## src/sv/wall_sense_side_steering_macros.svh

```systemverilog
// Assertion macros shared by the wall sensing and steering RTL.
`ifndef WALL_SENSE_SIDE_STEERING_MACROS_SVH
`define WALL_SENSE_SIDE_STEERING_MACROS_SVH

`ifndef ASSERT_OFF

// Clocked check, ignored while reset is high.
`define WSS_ASSERT(label, clk, rst, prop) \
   label: assert property (@(posedge clk) disable iff (rst) prop) \
      else $error("wall sense steering check failed");

// Clocked check that also holds during reset.
`define WSS_ASSERT_ALWAYS(label, clk, prop) \
   label: assert property (@(posedge clk) prop) \
      else $error("wall sense steering check failed");

`else

`define WSS_ASSERT(label, clk, rst, prop)

`define WSS_ASSERT_ALWAYS(label, clk, prop)

`endif

`endif

```

## src/sv/wss_pkg.sv

```systemverilog
// Types and constants shared by the wall sensing and steering block.
`timescale 1ns / 1ps

package wss_pkg;

   localparam int SENSOR_BITS     = 12;
   localparam int SPEED_BITS      = 12;
   localparam int GAIN_BITS       = 16;
   localparam int CORR_LIMIT_BITS = 15;
   localparam int MAP_BITS        = 8;
   localparam int CORR_BITS       = 16;
   localparam int HOLD_BITS       = 7;
   localparam int FACTOR_BITS     = 12;
   localparam int NUM_BITS        = 17;
   localparam int FRAC_SHIFT      = 16;

   localparam int CSR_DATA_BITS  = 32;
   localparam int CSR_ADDR_BITS  = 5;
   localparam int REG_INDEX_BITS = 3;

   localparam logic [REG_INDEX_BITS-1:0] REG_BASE_LEFT        = 3'd0;
   localparam logic [REG_INDEX_BITS-1:0] REG_BASE_RIGHT       = 3'd1;
   localparam logic [REG_INDEX_BITS-1:0] REG_BASE_FRONT_LEFT  = 3'd2;
   localparam logic [REG_INDEX_BITS-1:0] REG_BASE_FRONT_RIGHT = 3'd3;
   localparam logic [REG_INDEX_BITS-1:0] REG_EDGE_THRESHOLD   = 3'd4;
   localparam logic [REG_INDEX_BITS-1:0] REG_SIDE_GAIN        = 3'd5;
   localparam logic [REG_INDEX_BITS-1:0] REG_CORR_LIMIT       = 3'd6;

   localparam logic [SENSOR_BITS-1:0]     BASE_RESET       = 12'd200;
   localparam logic [SENSOR_BITS-1:0]     EDGE_RESET       = 12'd30;
   localparam logic [GAIN_BITS-1:0]       GAIN_RESET       = 16'd256;
   localparam logic [CORR_LIMIT_BITS-1:0] CORR_LIMIT_RESET = 15'd1000;

   localparam logic [MAP_BITS-1:0] MAP_LEFT  = 8'h11;
   localparam logic [MAP_BITS-1:0] MAP_RIGHT = 8'h44;
   localparam logic [MAP_BITS-1:0] MAP_FRONT = 8'h88;

   // hold reload is 10000/speed, speed factor is 500/speed in Q8.8
   localparam logic [NUM_BITS-1:0]    RELOAD_NUM       = 17'd10000;
   localparam logic [NUM_BITS-1:0]    FACTOR_NUM       = 17'd128000;
   localparam logic [SPEED_BITS-1:0]  RELOAD_MIN_SPEED = 12'd100;
   localparam logic [SPEED_BITS-1:0]  FACTOR_MIN_SPEED = 12'd50;
   localparam logic [FACTOR_BITS-1:0] UNITY_FACTOR     = 12'd256;

   localparam logic REQ_CAPTURE = 1'b1;

   typedef struct packed {
      logic                   req_type;
      logic [SENSOR_BITS-1:0] sensor_left;
      logic [SENSOR_BITS-1:0] sensor_right;
      logic [SENSOR_BITS-1:0] sensor_front_left;
      logic [SENSOR_BITS-1:0] sensor_front_right;
      logic [SPEED_BITS-1:0]  speed;
      logic                   ctrl_on;
   } req_item_type;

   typedef struct packed {
      logic [MAP_BITS-1:0]         wall_map;
      logic signed [CORR_BITS-1:0] correction;
      logic                        left_vanishing;
      logic                        right_vanishing;
   } rsp_item_type;

   typedef struct packed {
      logic [SENSOR_BITS-1:0]     base_left;
      logic [SENSOR_BITS-1:0]     base_right;
      logic [SENSOR_BITS-1:0]     base_front_left;
      logic [SENSOR_BITS-1:0]     base_front_right;
      logic [SENSOR_BITS-1:0]     edge_threshold;
      logic [GAIN_BITS-1:0]       side_gain;
      logic [CORR_LIMIT_BITS-1:0] corr_limit;
   } cfg_type;

   typedef struct packed {
      logic load_in;
      logic div_start;
      logic div_factor;
      logic store_reload;
      logic store_factor;
      logic commit;
      logic mul_diff;
      logic mul_gain;
      logic load_out;
   } cmd_type;

   typedef struct packed {
      logic div_done;
      logic capture;
   } status_type;

endpackage

```

## src/sv/wall_sense_side_steering.sv

```systemverilog
// Top level: configuration registers, sequencer and datapath.
`timescale 1ns / 1ps

// Side-wall steering for a wall follower. Each item carries four wall sensor
// readings, the speed and a control enable; the block answers with one item:
// a wall map, a signed steering correction clamped to +/- corr_limit, and a
// vanishing flag per side. For a control item, after acceptance, one shared
// serial divider forms 10000/speed and then 128000/speed at one quotient bit
// per cycle, after which the counters update and two registered multiplies
// follow before the result is loaded. A capture item goes straight to the
// result. A new item is taken as soon as the previous result has been written
// to the output register, even if it still waits there.
// Registers sit at byte addresses 4*i: base_left, base_right, base_front_left,
// base_front_right, edge_threshold, side_gain (Q8.8), corr_limit.
module wall_sense_side_steering (
   input  logic                                clock,
   input  logic                                reset,
   input  logic                                req_valid,
   output logic                                req_ready,
   input  wss_pkg::req_item_type               req_data,
   output logic                                rsp_valid,
   input  logic                                rsp_ready,
   output wss_pkg::rsp_item_type               rsp_data,
   input  logic                                csr_psel,
   input  logic                                csr_penable,
   input  logic                                csr_pwrite,
   input  logic [wss_pkg::CSR_ADDR_BITS-1:0]   csr_paddr,
   input  logic [wss_pkg::CSR_DATA_BITS-1:0]   csr_pwdata,
   output logic [wss_pkg::CSR_DATA_BITS-1:0]   csr_prdata,
   output logic                                csr_pready
);
   import wss_pkg::*;

   cfg_type                   cfg_ff;
   cmd_type                   cmd;
   status_type                status;
   logic                      csr_write;
   logic [REG_INDEX_BITS-1:0] reg_index;

   assign csr_pready = 1'b1;
   assign csr_write  = csr_psel & csr_penable & csr_pwrite & csr_pready;
   assign reg_index  = csr_paddr[CSR_ADDR_BITS-1:2];

   always_ff @(posedge clock) begin
      if (reset) begin
         cfg_ff.base_left        <= BASE_RESET;
         cfg_ff.base_right       <= BASE_RESET;
         cfg_ff.base_front_left  <= BASE_RESET;
         cfg_ff.base_front_right <= BASE_RESET;
         cfg_ff.edge_threshold   <= EDGE_RESET;
         cfg_ff.side_gain        <= GAIN_RESET;
         cfg_ff.corr_limit       <= CORR_LIMIT_RESET;
      end else if (csr_write) begin
         unique case (reg_index)
            REG_BASE_LEFT:        cfg_ff.base_left        <= csr_pwdata[SENSOR_BITS-1:0];
            REG_BASE_RIGHT:       cfg_ff.base_right       <= csr_pwdata[SENSOR_BITS-1:0];
            REG_BASE_FRONT_LEFT:  cfg_ff.base_front_left  <= csr_pwdata[SENSOR_BITS-1:0];
            REG_BASE_FRONT_RIGHT: cfg_ff.base_front_right <= csr_pwdata[SENSOR_BITS-1:0];
            REG_EDGE_THRESHOLD:   cfg_ff.edge_threshold   <= csr_pwdata[SENSOR_BITS-1:0];
            REG_SIDE_GAIN:        cfg_ff.side_gain        <= csr_pwdata[GAIN_BITS-1:0];
            REG_CORR_LIMIT:       cfg_ff.corr_limit       <= csr_pwdata[CORR_LIMIT_BITS-1:0];
            default: begin
            end
         endcase
      end
   end

   always_comb begin
      unique case (reg_index)
         REG_BASE_LEFT:
            csr_prdata = CSR_DATA_BITS'(cfg_ff.base_left);
         REG_BASE_RIGHT:
            csr_prdata = CSR_DATA_BITS'(cfg_ff.base_right);
         REG_BASE_FRONT_LEFT:
            csr_prdata = CSR_DATA_BITS'(cfg_ff.base_front_left);
         REG_BASE_FRONT_RIGHT:
            csr_prdata = CSR_DATA_BITS'(cfg_ff.base_front_right);
         REG_EDGE_THRESHOLD:
            csr_prdata = CSR_DATA_BITS'(cfg_ff.edge_threshold);
         REG_SIDE_GAIN:
            csr_prdata = CSR_DATA_BITS'(cfg_ff.side_gain);
         REG_CORR_LIMIT:
            csr_prdata = CSR_DATA_BITS'(cfg_ff.corr_limit);
         default:
            csr_prdata = '0;
      endcase
   end

   wss_ctrl u_ctrl (
      .clock     (clock),
      .reset     (reset),
      .req_valid (req_valid),
      .req_ready (req_ready),
      .rsp_valid (rsp_valid),
      .rsp_ready (rsp_ready),
      .status    (status),
      .cmd       (cmd)
   );

   wss_dp u_dp (
      .clock    (clock),
      .reset    (reset),
      .cmd      (cmd),
      .status   (status),
      .cfg      (cfg_ff),
      .req_data (req_data),
      .rsp_data (rsp_data)
   );

endmodule

```

## src/sv/wss_div.sv

```systemverilog
// Serial restoring divider, one quotient bit per cycle.
`timescale 1ns / 1ps

module wss_div (
   input  logic                           clock,
   input  logic                           reset,
   input  logic                           start,
   input  logic [wss_pkg::NUM_BITS-1:0]   numer,
   input  logic [wss_pkg::SPEED_BITS-1:0] denom,
   output logic                           done,
   output logic [wss_pkg::NUM_BITS-1:0]   quotient
);
   import wss_pkg::*;

   localparam int CNT_BITS = $clog2(NUM_BITS + 1);

   logic [NUM_BITS-1:0]   quo_ff;
   logic [SPEED_BITS-1:0] rem_ff;
   logic [SPEED_BITS-1:0] den_ff;
   logic [CNT_BITS-1:0]   cnt_ff;
   logic                  done_ff;

   logic [SPEED_BITS:0]   shifted;
   logic [SPEED_BITS+1:0] diff;
   logic                  fits;

   // remainder stays below the divisor, so it fits in SPEED_BITS
   assign shifted = {rem_ff, quo_ff[NUM_BITS-1]};
   assign diff    = {1'b0, shifted} - {2'b00, den_ff};
   assign fits    = ~diff[SPEED_BITS+1];

   always_ff @(posedge clock) begin
      if (reset) begin
         cnt_ff  <= '0;
         done_ff <= 1'b0;
      end else begin
         done_ff <= 1'b0;
         if (start) begin
            cnt_ff <= CNT_BITS'(NUM_BITS);
         end else if (cnt_ff != '0) begin
            cnt_ff <= cnt_ff - 1'b1;
            if (cnt_ff == CNT_BITS'(1)) begin
               done_ff <= 1'b1;
            end
         end
      end
   end

   always_ff @(posedge clock) begin
      if (start) begin
         quo_ff <= numer;
         rem_ff <= '0;
         den_ff <= denom;
      end else if (cnt_ff != '0) begin
         rem_ff <= fits ? diff[SPEED_BITS-1:0] : shifted[SPEED_BITS-1:0];
         quo_ff <= {quo_ff[NUM_BITS-2:0], fits};
      end
   end

   assign done     = done_ff;
   assign quotient = quo_ff;

endmodule

```

## src/sv/wss_ctrl.sv

```systemverilog
// Sequencer for one item: two divisions, state update, two multiplies, result; capture items skip to the result.
`timescale 1ns / 1ps
`include "wall_sense_side_steering_macros.svh"

module wss_ctrl (
   input  logic                clock,
   input  logic                reset,
   input  logic                req_valid,
   output logic                req_ready,
   output logic                rsp_valid,
   input  logic                rsp_ready,
   input  wss_pkg::status_type status,
   output wss_pkg::cmd_type    cmd
);
   import wss_pkg::*;

   localparam logic [2:0] S_IDLE       = 3'd0;
   localparam logic [2:0] S_START      = 3'd1;
   localparam logic [2:0] S_DIV_RELOAD = 3'd2;
   localparam logic [2:0] S_DIV_FACTOR = 3'd3;
   localparam logic [2:0] S_COMMIT     = 3'd4;
   localparam logic [2:0] S_MUL_DIFF   = 3'd5;
   localparam logic [2:0] S_MUL_GAIN   = 3'd6;
   localparam logic [2:0] S_FINISH     = 3'd7;

   logic [2:0] state_ff;
   logic [2:0] state_in;
   logic       rsp_valid_ff;
   logic       rsp_valid_in;

   always_comb begin
      state_in = state_ff;
      cmd      = '0;
      unique case (state_ff)
         S_IDLE: begin
            if (req_valid) begin
               cmd.load_in = 1'b1;
               state_in    = S_START;
            end
         end
         S_START: begin
            // capture items skip the divisions and multiplies; their result load updates the reference
            if (status.capture) begin
               state_in = S_FINISH;
            end else begin
               cmd.div_start = 1'b1;
               state_in      = S_DIV_RELOAD;
            end
         end
         S_DIV_RELOAD: begin
            if (status.div_done) begin
               cmd.store_reload = 1'b1;
               cmd.div_start    = 1'b1;
               cmd.div_factor   = 1'b1;
               state_in         = S_DIV_FACTOR;
            end
         end
         S_DIV_FACTOR: begin
            if (status.div_done) begin
               cmd.store_factor = 1'b1;
               cmd.div_factor   = 1'b1;
               state_in         = S_COMMIT;
            end
         end
         S_COMMIT: begin
            cmd.commit = 1'b1;
            state_in   = S_MUL_DIFF;
         end
         S_MUL_DIFF: begin
            cmd.mul_diff = 1'b1;
            state_in     = S_MUL_GAIN;
         end
         S_MUL_GAIN: begin
            cmd.mul_gain = 1'b1;
            state_in     = S_FINISH;
         end
         S_FINISH: begin
            if (!rsp_valid_ff || rsp_ready) begin
               cmd.load_out = 1'b1;
               state_in     = S_IDLE;
            end
         end
         default: begin
            state_in = S_IDLE;
         end
      endcase
   end

   always_comb begin
      rsp_valid_in = rsp_valid_ff;
      priority if (cmd.load_out) begin
         rsp_valid_in = 1'b1;
      end else if (rsp_ready) begin
         rsp_valid_in = 1'b0;
      end
   end

   always_ff @(posedge clock) begin
      if (reset) begin
         state_ff     <= S_IDLE;
         rsp_valid_ff <= 1'b0;
      end else begin
         state_ff     <= state_in;
         rsp_valid_ff <= rsp_valid_in;
      end
   end

   assign req_ready = (state_ff == S_IDLE);
   assign rsp_valid = rsp_valid_ff;

   `WSS_ASSERT(a_done_only_in_div, clock, reset,
      status.div_done |-> (state_ff == S_DIV_RELOAD || state_ff == S_DIV_FACTOR))
   `WSS_ASSERT(a_accept_starts, clock, reset,
      (req_valid && req_ready) |=> (state_ff == S_START))
   `WSS_ASSERT(a_load_shows_valid, clock, reset,
      cmd.load_out |=> (rsp_valid_ff && state_ff == S_IDLE))

endmodule

```

## src/sv/wss_dp.sv

```systemverilog
// Datapath: item register, hold counters, reference, multiplies, result register.
`timescale 1ns / 1ps

module wss_dp (
   input  logic                  clock,
   input  logic                  reset,
   input  wss_pkg::cmd_type      cmd,
   output wss_pkg::status_type   status,
   input  wss_pkg::cfg_type      cfg,
   input  wss_pkg::req_item_type req_data,
   output wss_pkg::rsp_item_type rsp_data
);
   import wss_pkg::*;

   localparam int DIFF_BITS = SENSOR_BITS + 2;
   localparam int P1_BITS   = DIFF_BITS + FACTOR_BITS + 1;
   localparam int P2_BITS   = P1_BITS + GAIN_BITS + 1;
   localparam int CW        = P2_BITS - FRAC_SHIFT;

   req_item_type in_ff;
   rsp_item_type rsp_ff;

   logic [SENSOR_BITS-1:0] prev_left_ff;
   logic [SENSOR_BITS-1:0] prev_right_ff;
   logic [SENSOR_BITS-1:0] ref_left_ff;
   logic [SENSOR_BITS-1:0] ref_right_ff;
   logic [HOLD_BITS-1:0]   left_count_ff;
   logic [HOLD_BITS-1:0]   right_count_ff;
   logic [HOLD_BITS-1:0]   left_count_in;
   logic [HOLD_BITS-1:0]   right_count_in;
   logic [HOLD_BITS-1:0]   reload_ff;
   logic [FACTOR_BITS-1:0] factor_ff;

   logic signed [P1_BITS-1:0] prod1_ff;
   logic signed [P2_BITS-1:0] prod2_ff;

   logic [NUM_BITS-1:0] div_num;
   logic [NUM_BITS-1:0] div_quo;
   logic                div_done;

   logic signed [SENSOR_BITS:0]   dl;
   logic signed [SENSOR_BITS:0]   dr;
   logic signed [DIFF_BITS-1:0]   dsum;
   logic signed [CW-1:0]          corr_full;
   logic signed [CW-1:0]          lim_pos;
   logic signed [CW-1:0]          lim_neg;
   logic signed [CORR_BITS-1:0]   corr_sat;
   logic [MAP_BITS-1:0]           map;
   logic                          capture;

   function automatic logic [HOLD_BITS-1:0] hold_next(
      input logic [SENSOR_BITS-1:0] now,
      input logic [SENSOR_BITS-1:0] prev,
      input logic [SENSOR_BITS-1:0] base,
      input logic [SENSOR_BITS-1:0] thr,
      input logic [HOLD_BITS-1:0]   reload,
      input logic [HOLD_BITS-1:0]   count
   );
      logic [SENSOR_BITS-1:0] jump;
      jump = (now >= prev) ? now - prev : prev - now;
      if (jump >= thr || now < (base >> 1)) begin
         return reload;
      end else if (count != '0) begin
         return count - 1'b1;
      end
      return '0;
   endfunction

   assign div_num = cmd.div_factor ? FACTOR_NUM : RELOAD_NUM;

   wss_div u_div (
      .clock    (clock),
      .reset    (reset),
      .start    (cmd.div_start),
      .numer    (div_num),
      .denom    (in_ff.speed),
      .done     (div_done),
      .quotient (div_quo)
   );

   assign capture         = (in_ff.req_type == REQ_CAPTURE);
   assign status.div_done = div_done;
   assign status.capture  = capture;

   assign left_count_in  = hold_next(in_ff.sensor_left, prev_left_ff, cfg.base_left,
                                     cfg.edge_threshold, reload_ff, left_count_ff);
   assign right_count_in = hold_next(in_ff.sensor_right, prev_right_ff, cfg.base_right,
                                     cfg.edge_threshold, reload_ff, right_count_ff);

   // a vanishing side drops out of the difference
   always_comb begin
      dl = '0;
      dr = '0;
      if (left_count_ff == '0) begin
         dl = $signed({1'b0, in_ff.sensor_left}) - $signed({1'b0, ref_left_ff});
      end
      if (right_count_ff == '0) begin
         dr = $signed({1'b0, in_ff.sensor_right}) - $signed({1'b0, ref_right_ff});
      end
      dsum = {dl[SENSOR_BITS], dl} - {dr[SENSOR_BITS], dr};
   end

   // arithmetic shift is floor division by 2^16 for both signs
   always_comb begin
      corr_full = prod2_ff[P2_BITS-1:FRAC_SHIFT];
      lim_pos   = $signed({{(CW-CORR_LIMIT_BITS){1'b0}}, cfg.corr_limit});
      lim_neg   = -lim_pos;
      priority if (corr_full > lim_pos) begin
         corr_sat = lim_pos[CORR_BITS-1:0];
      end else if (corr_full < lim_neg) begin
         corr_sat = lim_neg[CORR_BITS-1:0];
      end else begin
         corr_sat = corr_full[CORR_BITS-1:0];
      end
   end

   always_comb begin
      map = '0;
      if (in_ff.sensor_right > cfg.base_right) begin
         map = map | MAP_RIGHT;
      end
      if (in_ff.sensor_left > cfg.base_left) begin
         map = map | MAP_LEFT;
      end
      if (in_ff.sensor_front_right > cfg.base_front_right ||
          in_ff.sensor_front_left > cfg.base_front_left) begin
         map = map | MAP_FRONT;
      end
   end

   always_ff @(posedge clock) begin
      if (reset) begin
         prev_left_ff   <= '0;
         prev_right_ff  <= '0;
         ref_left_ff    <= '0;
         ref_right_ff   <= '0;
         left_count_ff  <= '0;
         right_count_ff <= '0;
      end else begin
         if (cmd.commit) begin
            left_count_ff  <= left_count_in;
            right_count_ff <= right_count_in;
            prev_left_ff   <= in_ff.sensor_left;
            prev_right_ff  <= in_ff.sensor_right;
         end
         if (cmd.load_out && capture) begin
            ref_left_ff  <= in_ff.sensor_left;
            ref_right_ff <= in_ff.sensor_right;
         end
      end
   end

   always_ff @(posedge clock) begin
      if (cmd.load_in) begin
         in_ff <= req_data;
      end
      if (cmd.store_reload) begin
         reload_ff <= (in_ff.speed < RELOAD_MIN_SPEED) ? '0 : div_quo[HOLD_BITS-1:0];
      end
      if (cmd.store_factor) begin
         factor_ff <= (in_ff.speed > FACTOR_MIN_SPEED) ? div_quo[FACTOR_BITS-1:0]
                                                        : UNITY_FACTOR;
      end
      if (cmd.mul_diff) begin
         prod1_ff <= dsum * $signed({1'b0, factor_ff});
      end
      if (cmd.mul_gain) begin
         prod2_ff <= prod1_ff * $signed({1'b0, cfg.side_gain});
      end
      if (cmd.load_out) begin
         rsp_ff.wall_map        <= map;
         rsp_ff.correction      <= (capture || !in_ff.ctrl_on) ? '0 : corr_sat;
         rsp_ff.left_vanishing  <= (left_count_ff != '0);
         rsp_ff.right_vanishing <= (right_count_ff != '0);
      end
   end

   assign rsp_data = rsp_ff;

endmodule
```

## config.mk

```make
export PLATFORM = sky130hd
export DESIGN_NAME = wall_sense_side_steering
export DESIGN_NICKNAME = d
export VERILOG_FILES = /design/src/sv/wss_pkg.sv /design/src/sv/wall_sense_side_steering.sv /design/src/sv/wss_div.sv /design/src/sv/wss_ctrl.sv /design/src/sv/wss_dp.sv
export VERILOG_INCLUDE_DIRS = /design/src /design/src/sv
export SDC_FILE = /design/constraint.sdc
export NUM_CORES = 2
export LEC_CHECK = 0
export ABC_AREA = 1
export BUFFER_PORTS_ARGS = -buffer_cell sky130_fd_sc_hd__buf_2
export CAP_MARGIN = 15
export CELL_PAD_IN_SITES_DETAIL_PLACEMENT = 1
export CELL_PAD_IN_SITES_GLOBAL_PLACEMENT = 2
export CORE_MARGIN = 2
export CORE_UTILIZATION = 39
export DETAILED_ROUTE_END_ITERATION = 12
export HOLD_SLACK_MARGIN = 0.02
export PLACE_DENSITY = 0.81
export SYNTH_ARGS = -nofsm -noshare
export SYNTH_HDL_FRONTEND = slang
export SYNTH_SLANG_ARGS = --single-unit
```

## constraint.sdc

```tcl
create_clock -name clock -period 9 [get_ports clock]
set_input_delay 1.35 -clock clock [delete_from_list [all_inputs] [get_ports clock]]
set_output_delay 1.35 -clock clock [all_outputs]
set_load 0.02 [all_outputs]
```

* Word level (Yosys, flattened, before mapping) *
Cells that the tools add are included.

storage, ports and cells
  output and inout port bits = 61
  bits in read-only memories = 0
  memories = 0
  word-level logic and storage cells = 164
  bits in writable memories = 0
  latch bits = 0
  bits of input ports = 106
  flip-flop bits (word level) = 382

operators by class
  div/mod/pow operators = 0
  add/sub/neg operators = 12
  eq/ne operators = 18
  bitwise gates (word level) = 4
  reduce and logical (&&, ||, !) cells = 28
  multipliers = 2
  shift operators = 0
  $lt $le $gt $ge = 14
  mux-type cells = 48

operators by type and width
  operator              count
  $pmux W16 S7          1
  $mux W17              3
  $mux W7               7
  $ge A12 B12 Y1        4
  $gt A12 B12 Y1        4
  $sub A12 B12 Y12      4
  $mul A27 B17 Y44      1
  $mux W12              3
  $gt A28 B16 Y1        1
  $lt A28 B28 Y1        1
  $neg A15 Y28          1
  $mul A14 B13 Y27      1
  $mux W13              2
  $sub A12 B12 Y13      2
  $lt A12 B11 Y1        2
  $pmux W3 S8           1
  $eq A3 B3 Y1 const B  7
  $mux W1               18
  $mux W3               6
  $mux W16              1
  $mux W15              1
  $mux W5               3
  $logic_not A7 Y1      2
  $reduce_and A2 Y1     7
  other kinds (24)      43

* Longest topological paths before layout *
  depth after elaboration = 6
  depth in mapped cells = 43
  mapped depth without buffers = 43

* Cells and area by module *
A second synthesis with hierarchy kept.

unflattened totals
  cell total of the unflattened synthesis = 6109
  area total of the unflattened synthesis = 46424.5 sq um

modules (own cells, without submodules)
  module                    times used  cells an instance  seq. area each (sq um)  area each (sq um)
  wss_dp                    1           4984               5955.7                  38697.1
  wall_sense_side_steering  1           726                1821.7                  4620.7
  wss_div                   1           343                1231.2                  2768.9
  wss_ctrl                  1           56                 80.1                    337.8

* Worst setup path before layout *
OpenSTA, ideal clock, no wires.

  path kind = register to register
  start point = register u_dp.in_ff[49] in the netlist's numbering
  end point = register u_dp.prod1_ff[26] (data pin)
  arrival time = 7257 ps
  setup time = 252 ps
  setup slack = 1491 ps
  cell stages (with the launch flop) = 40
  period minus slack after synthesis = 7509 ps
  data required time = 8748 ps
  path buffers = 1
  cell sequence = edfxtp_1 inv_1 ha_1 fa_1 o21ai_0 nand2_1 nand2_1 nand2_1 a21oi_1 o21ai_0 nand2_1 nand2_1 nand2_1 nor2_1 ha_1 inv_1 nor3_1 a21oi_1 [... 4 more ...] inv_1 fa_1 fa_1 clkbuf_1 inv_1 fa_1 fa_1 inv_1 fa_1 inv_1 ha_1 nand2_1 nor4_1 nand4_1 nand3_1 inv_1 nand2_1 nand2_1

between the ends
  word-level cells in the longest chain between the ends = 4

RTL lines
  element                 RTL line       source
  start, declared         wss_dp.sv:20   req_item_type in_ff;
  start signal, assigned  wss_dp.sv:155  in_ff <= req_data;
  $sub A12 B12 Y13        wss_dp.sv:95   dl = $signed({1'b0, in_ff.sensor_left}) - $signed({1'b0, ref_left_ff});
  $mux W13                wss_dp.sv:94   if (left_count_ff == '0) begin
  $sub A13 B13 Y14        wss_dp.sv:100  dsum = {dl[SENSOR_BITS], dl} - {dr[SENSOR_BITS], dr};
  $mul A14 B13 Y27        wss_dp.sv:165  prod1_ff <= dsum * $signed({1'b0, factor_ff});
  end signal, assigned    wss_dp.sv:165
  end, declared           wss_dp.sv:34   logic signed [P1_BITS-1:0] prod1_ff;

Every way passes these cells.
A chain may end at the register's enable or synchronous reset.

* Worst setup path after layout *
  start point = register u_dp.in_ff[49] in the netlist's numbering
  end point = register u_dp.prod1_ff[24] (data pin)

The elaborated chain is that of the path after synthesis.

==> flow_metrics.py <==
metrics = {
    "synthesis": {
        "synthTopCellsByArea": "fa_1 26%, edfxtp_1 12%, ha_1 11%, inv_1 11%, nand2_1 10%",
        "ys_seq_area_share_pct": 20.1,
        "ys_ff_latch": 361,
        "netlist_area_um2": 45300,
        "syn_area_per_cell_um2": 7.82,
        "async_reset_ff_share_pct": 0,
        "synth_top_family_by_area": "adder cells",
        "synth_top_area_share_pct": 25.7,
        "synthFlopType": "edfxtp_1",
        "syn_inst": 5790,
        "synth.area.mux_share_pct": 0,
        "synth-edff-count": 186,
        "synth-simple-area-share_pct": 18.4,
        "synth-compound-area-share_pct": 8.79,
        "yosysTopAreaCell": "fa_1",
        "synth-adder-area-share_pct": 36.9,
        "synth-xor-area-share_pct": 2.40,
        "ys_warn_count": 0,
        "ys_types": 65,
    },
    "drt": {
        "vias_per_cell": 5.03,
        "drtAntennaViolNets": 0,
        "wl_met2_um": 68800,
        "drtIter0Drc": 1678,
        "drtPass1Iterations": 5,
        "finalWirelength_um": 142000,
        "wl_per_cell_um": 19.3,
        "vias": 37100,
        "routed.top_layer": "met4",
        "drcViolationCount": 0,
        "wirelength_met1_um": 65800,
        "routed-wl-met3_um": 4520,
    },
    "setup_path": {
        "slowest_delay_ps": 540,
        "critical_path_class": "reg2reg",
        "cp-end-kind": "register",
        "critPathArrivalTime_ps": 8670,
        "required_ps": 9350,
        "crit_fanout": 9,
        "critPathLaunchType": "register",
        "critPathSlowestCell": "fa_1",
        "path_common_cell": "nand2_1",
    },
    "sta": {
        "period_share_pct": 92.4,
        "grt_setup_unrepaired": "false",
        "fmax_mhz": 120,
        "skew_ps": 61.2,
        "finalHoldViolCount": 0,
        "setup-violations-final": 0,
        "tightest_slew_ps": 1200,
        "fin_crit_ps": 8320,
        "slew_violations": 0,
        "slew_headroom_pct": 19.8,
        "finalSetupTns_ps": 0,
    },
    "final_layout": {
        "drive_above_1_share_pct": 5.77,
        "seqCellArea_um2": 9090,
        "fin_area_um2": 48900,
        "num-fill-cells": 14000,
        "layout_common_cells": "1350 x inv_1, 1253 x nand2_1, 579 x fa_1, 407 x ha_1, 392 x nor2_1",
        "synthToLayoutAreaGrowth_pct": 7.95,
        "mostFrequentLayoutCell": "inv_1",
        "nets": 6917,
        "multi_input_area_um2": 30200,
    },
    "placement": {
        "place_hpwl_um": 116000,
        "gp_congestion": 0.948,
        "dpl_cell_area_um2": 47300,
        "portBuffers": 129,
    },
    "floorplan": {
        "dieArea_um2": 119000,
        "pin_count": 167,
        "coreArea_um2": 115000,
        "initial_core_util_pct": 39.5,
        "die_h_um": 345,
        "rows": 124,
        "die-width_um": 345,
    },
    "global_routing": {
        "grt_overflow": 0,
        "antenna_found_initial": 0,
        "grt_pass1_vias": 40200,
        "grt_use_total_pct": 24.6,
        "grt_first_pass_wirelength_um": 228000,
        "grt_max_degree": 97,
    },
    "clocking": {
        "cts_max_level": 2,
        "worstSkewPairLatency_ps": 620,
        "post_cts_buffers": 0,
        "ctsRootBufferMaster": "clkbuf_16",
        "clk_path_buf_depth": 3,
        "clkTransAtPathRegs_ps": 60,
        "cts.sinks": 361,
        "cts_tree": "yes",
        "cts_buffers": 44,
    },
    "min_path": {
        "hold_path_class": "reg2reg",
    },
    "run": {
        "cap_violations": 0,
    },
    "status": {
        "outcome": "complete, no violations",
    },
}
[metrics by stage]
stage	instances	utilization (%)	setup WS (ps)	hold slack, ps
after floorplan	5807	-	1490	426
after global placement	7290	41.2	602	430
after detailed placement	7290	41.2	488	443
after CTS	7372	42.6	431	459
after global routing	7372	42.6	38.5	478
final	7373	42.6	681	458
[critical path, delay by kind of cell, from the launching register on]
kind	cells	cell delay (ps)
AOI/OAI and AO/OA	7	1180
xor gates and xnor gates	1	80
adders and majority gates	9	3870
buffers and inverters	5	630
DFF	1	430
and+or+nand+nor	15	1810
[layout make-up]
| cell class | count | area share, % |
|---|---|---|
| antenna | 1 | 0.00512 |
| clock buffer | 57 | 2.48 |
| clock inverter | 25 | 0.686 |
| inverter | 1377 | 10.6 |
| multi-input combinational | 3867 | 61.8 |
| sequential | 361 | 18.6 |
| tap | 1512 | 3.87 |
| timing repair buffer | 173 | 2.00 |
[path summary, 6_finish.rpt]
| path | start | to | slack, ps | depth (start not counted) |
|---|---|---|---|---|
| worst max-delay path | u_dp.in_ff[49]$_DFFE_PP_ | u_dp.prod1_ff[24]$_DFFE_PP_ | 680 | 37 |
| worst min-delay path | u_dp.in_ff[1]$_DFFE_PP_ | u_dp.u_div.den_ff[0]$_DFFE_PP_ | 460 | 0 |
| worst max register to register | u_dp.in_ff[49]$_DFFE_PP_ | u_dp.prod1_ff[24]$_DFFE_PP_ | 680 | 37 |
| worst min register to register | u_dp.in_ff[1]$_DFFE_PP_ | u_dp.u_div.den_ff[0]$_DFFE_PP_ | 460 | 0 |
[cells in the mapped netlist (28+ instances only)]
| cell type | count |
|---|---|
| inv_1 | 1350 |
| nand2_1 | 1253 |
| fa_1 | 580 |
| ha_1 | 407 |
| nor2_1 | 396 |
| a21oi_1 | 338 |
| o21ai_0 | 226 |
| nand3_1 | 192 |
| edfxtp_1 | 186 |
| dfxtp_1 | 175 |
| clkbuf_1 | 130 |
| xor2_1 | 90 |
| nor3_1 | 43 |
| nand4_1 | 39 |
| xnor2_1 | 32 |
| a21o_1 | 28 |
[timing repair]
action                     4_1_cts  5_1_grt
hold buffers                     0        0
setup endpoints to repair        0        7
gates resized for setup          0        5
[logic make-up (layout without fill, tap and decap cells)]
group                    count (synthesis)  after routing
XOR/XNOR                               123            123
adder cells (fa/ha/maj)                987            987
AND/OR/NAND/NOR                       2012           2012
flip-flops                             361            361
other                                    2             20
buffers and inverters                 1579           1632
AO/OA/AOI/OAI                          726            726
[layer usage]
metal / global-route usage (%) / up-vias
met5: 0 / -
met4: 5.18 / 0
met3: 1.87 / 130
met2: 42.8 / 582
met1: 33.4 / 18700
li1: - / 17700
[state kept, by name, summed over array words and instances, names as in the netlist, 17 cells and up]
name	cells
u_dp.in_ff	61
u_dp.u_div.quotient	17
u_dp.rsp_data	21
cfg_ff	91
u_dp.prod1_ff	27
u_dp.prod2_ff	28
Power is not shown: default switching activity piles up to over one toggle a cycle in this logic, so the estimate is an artifact.
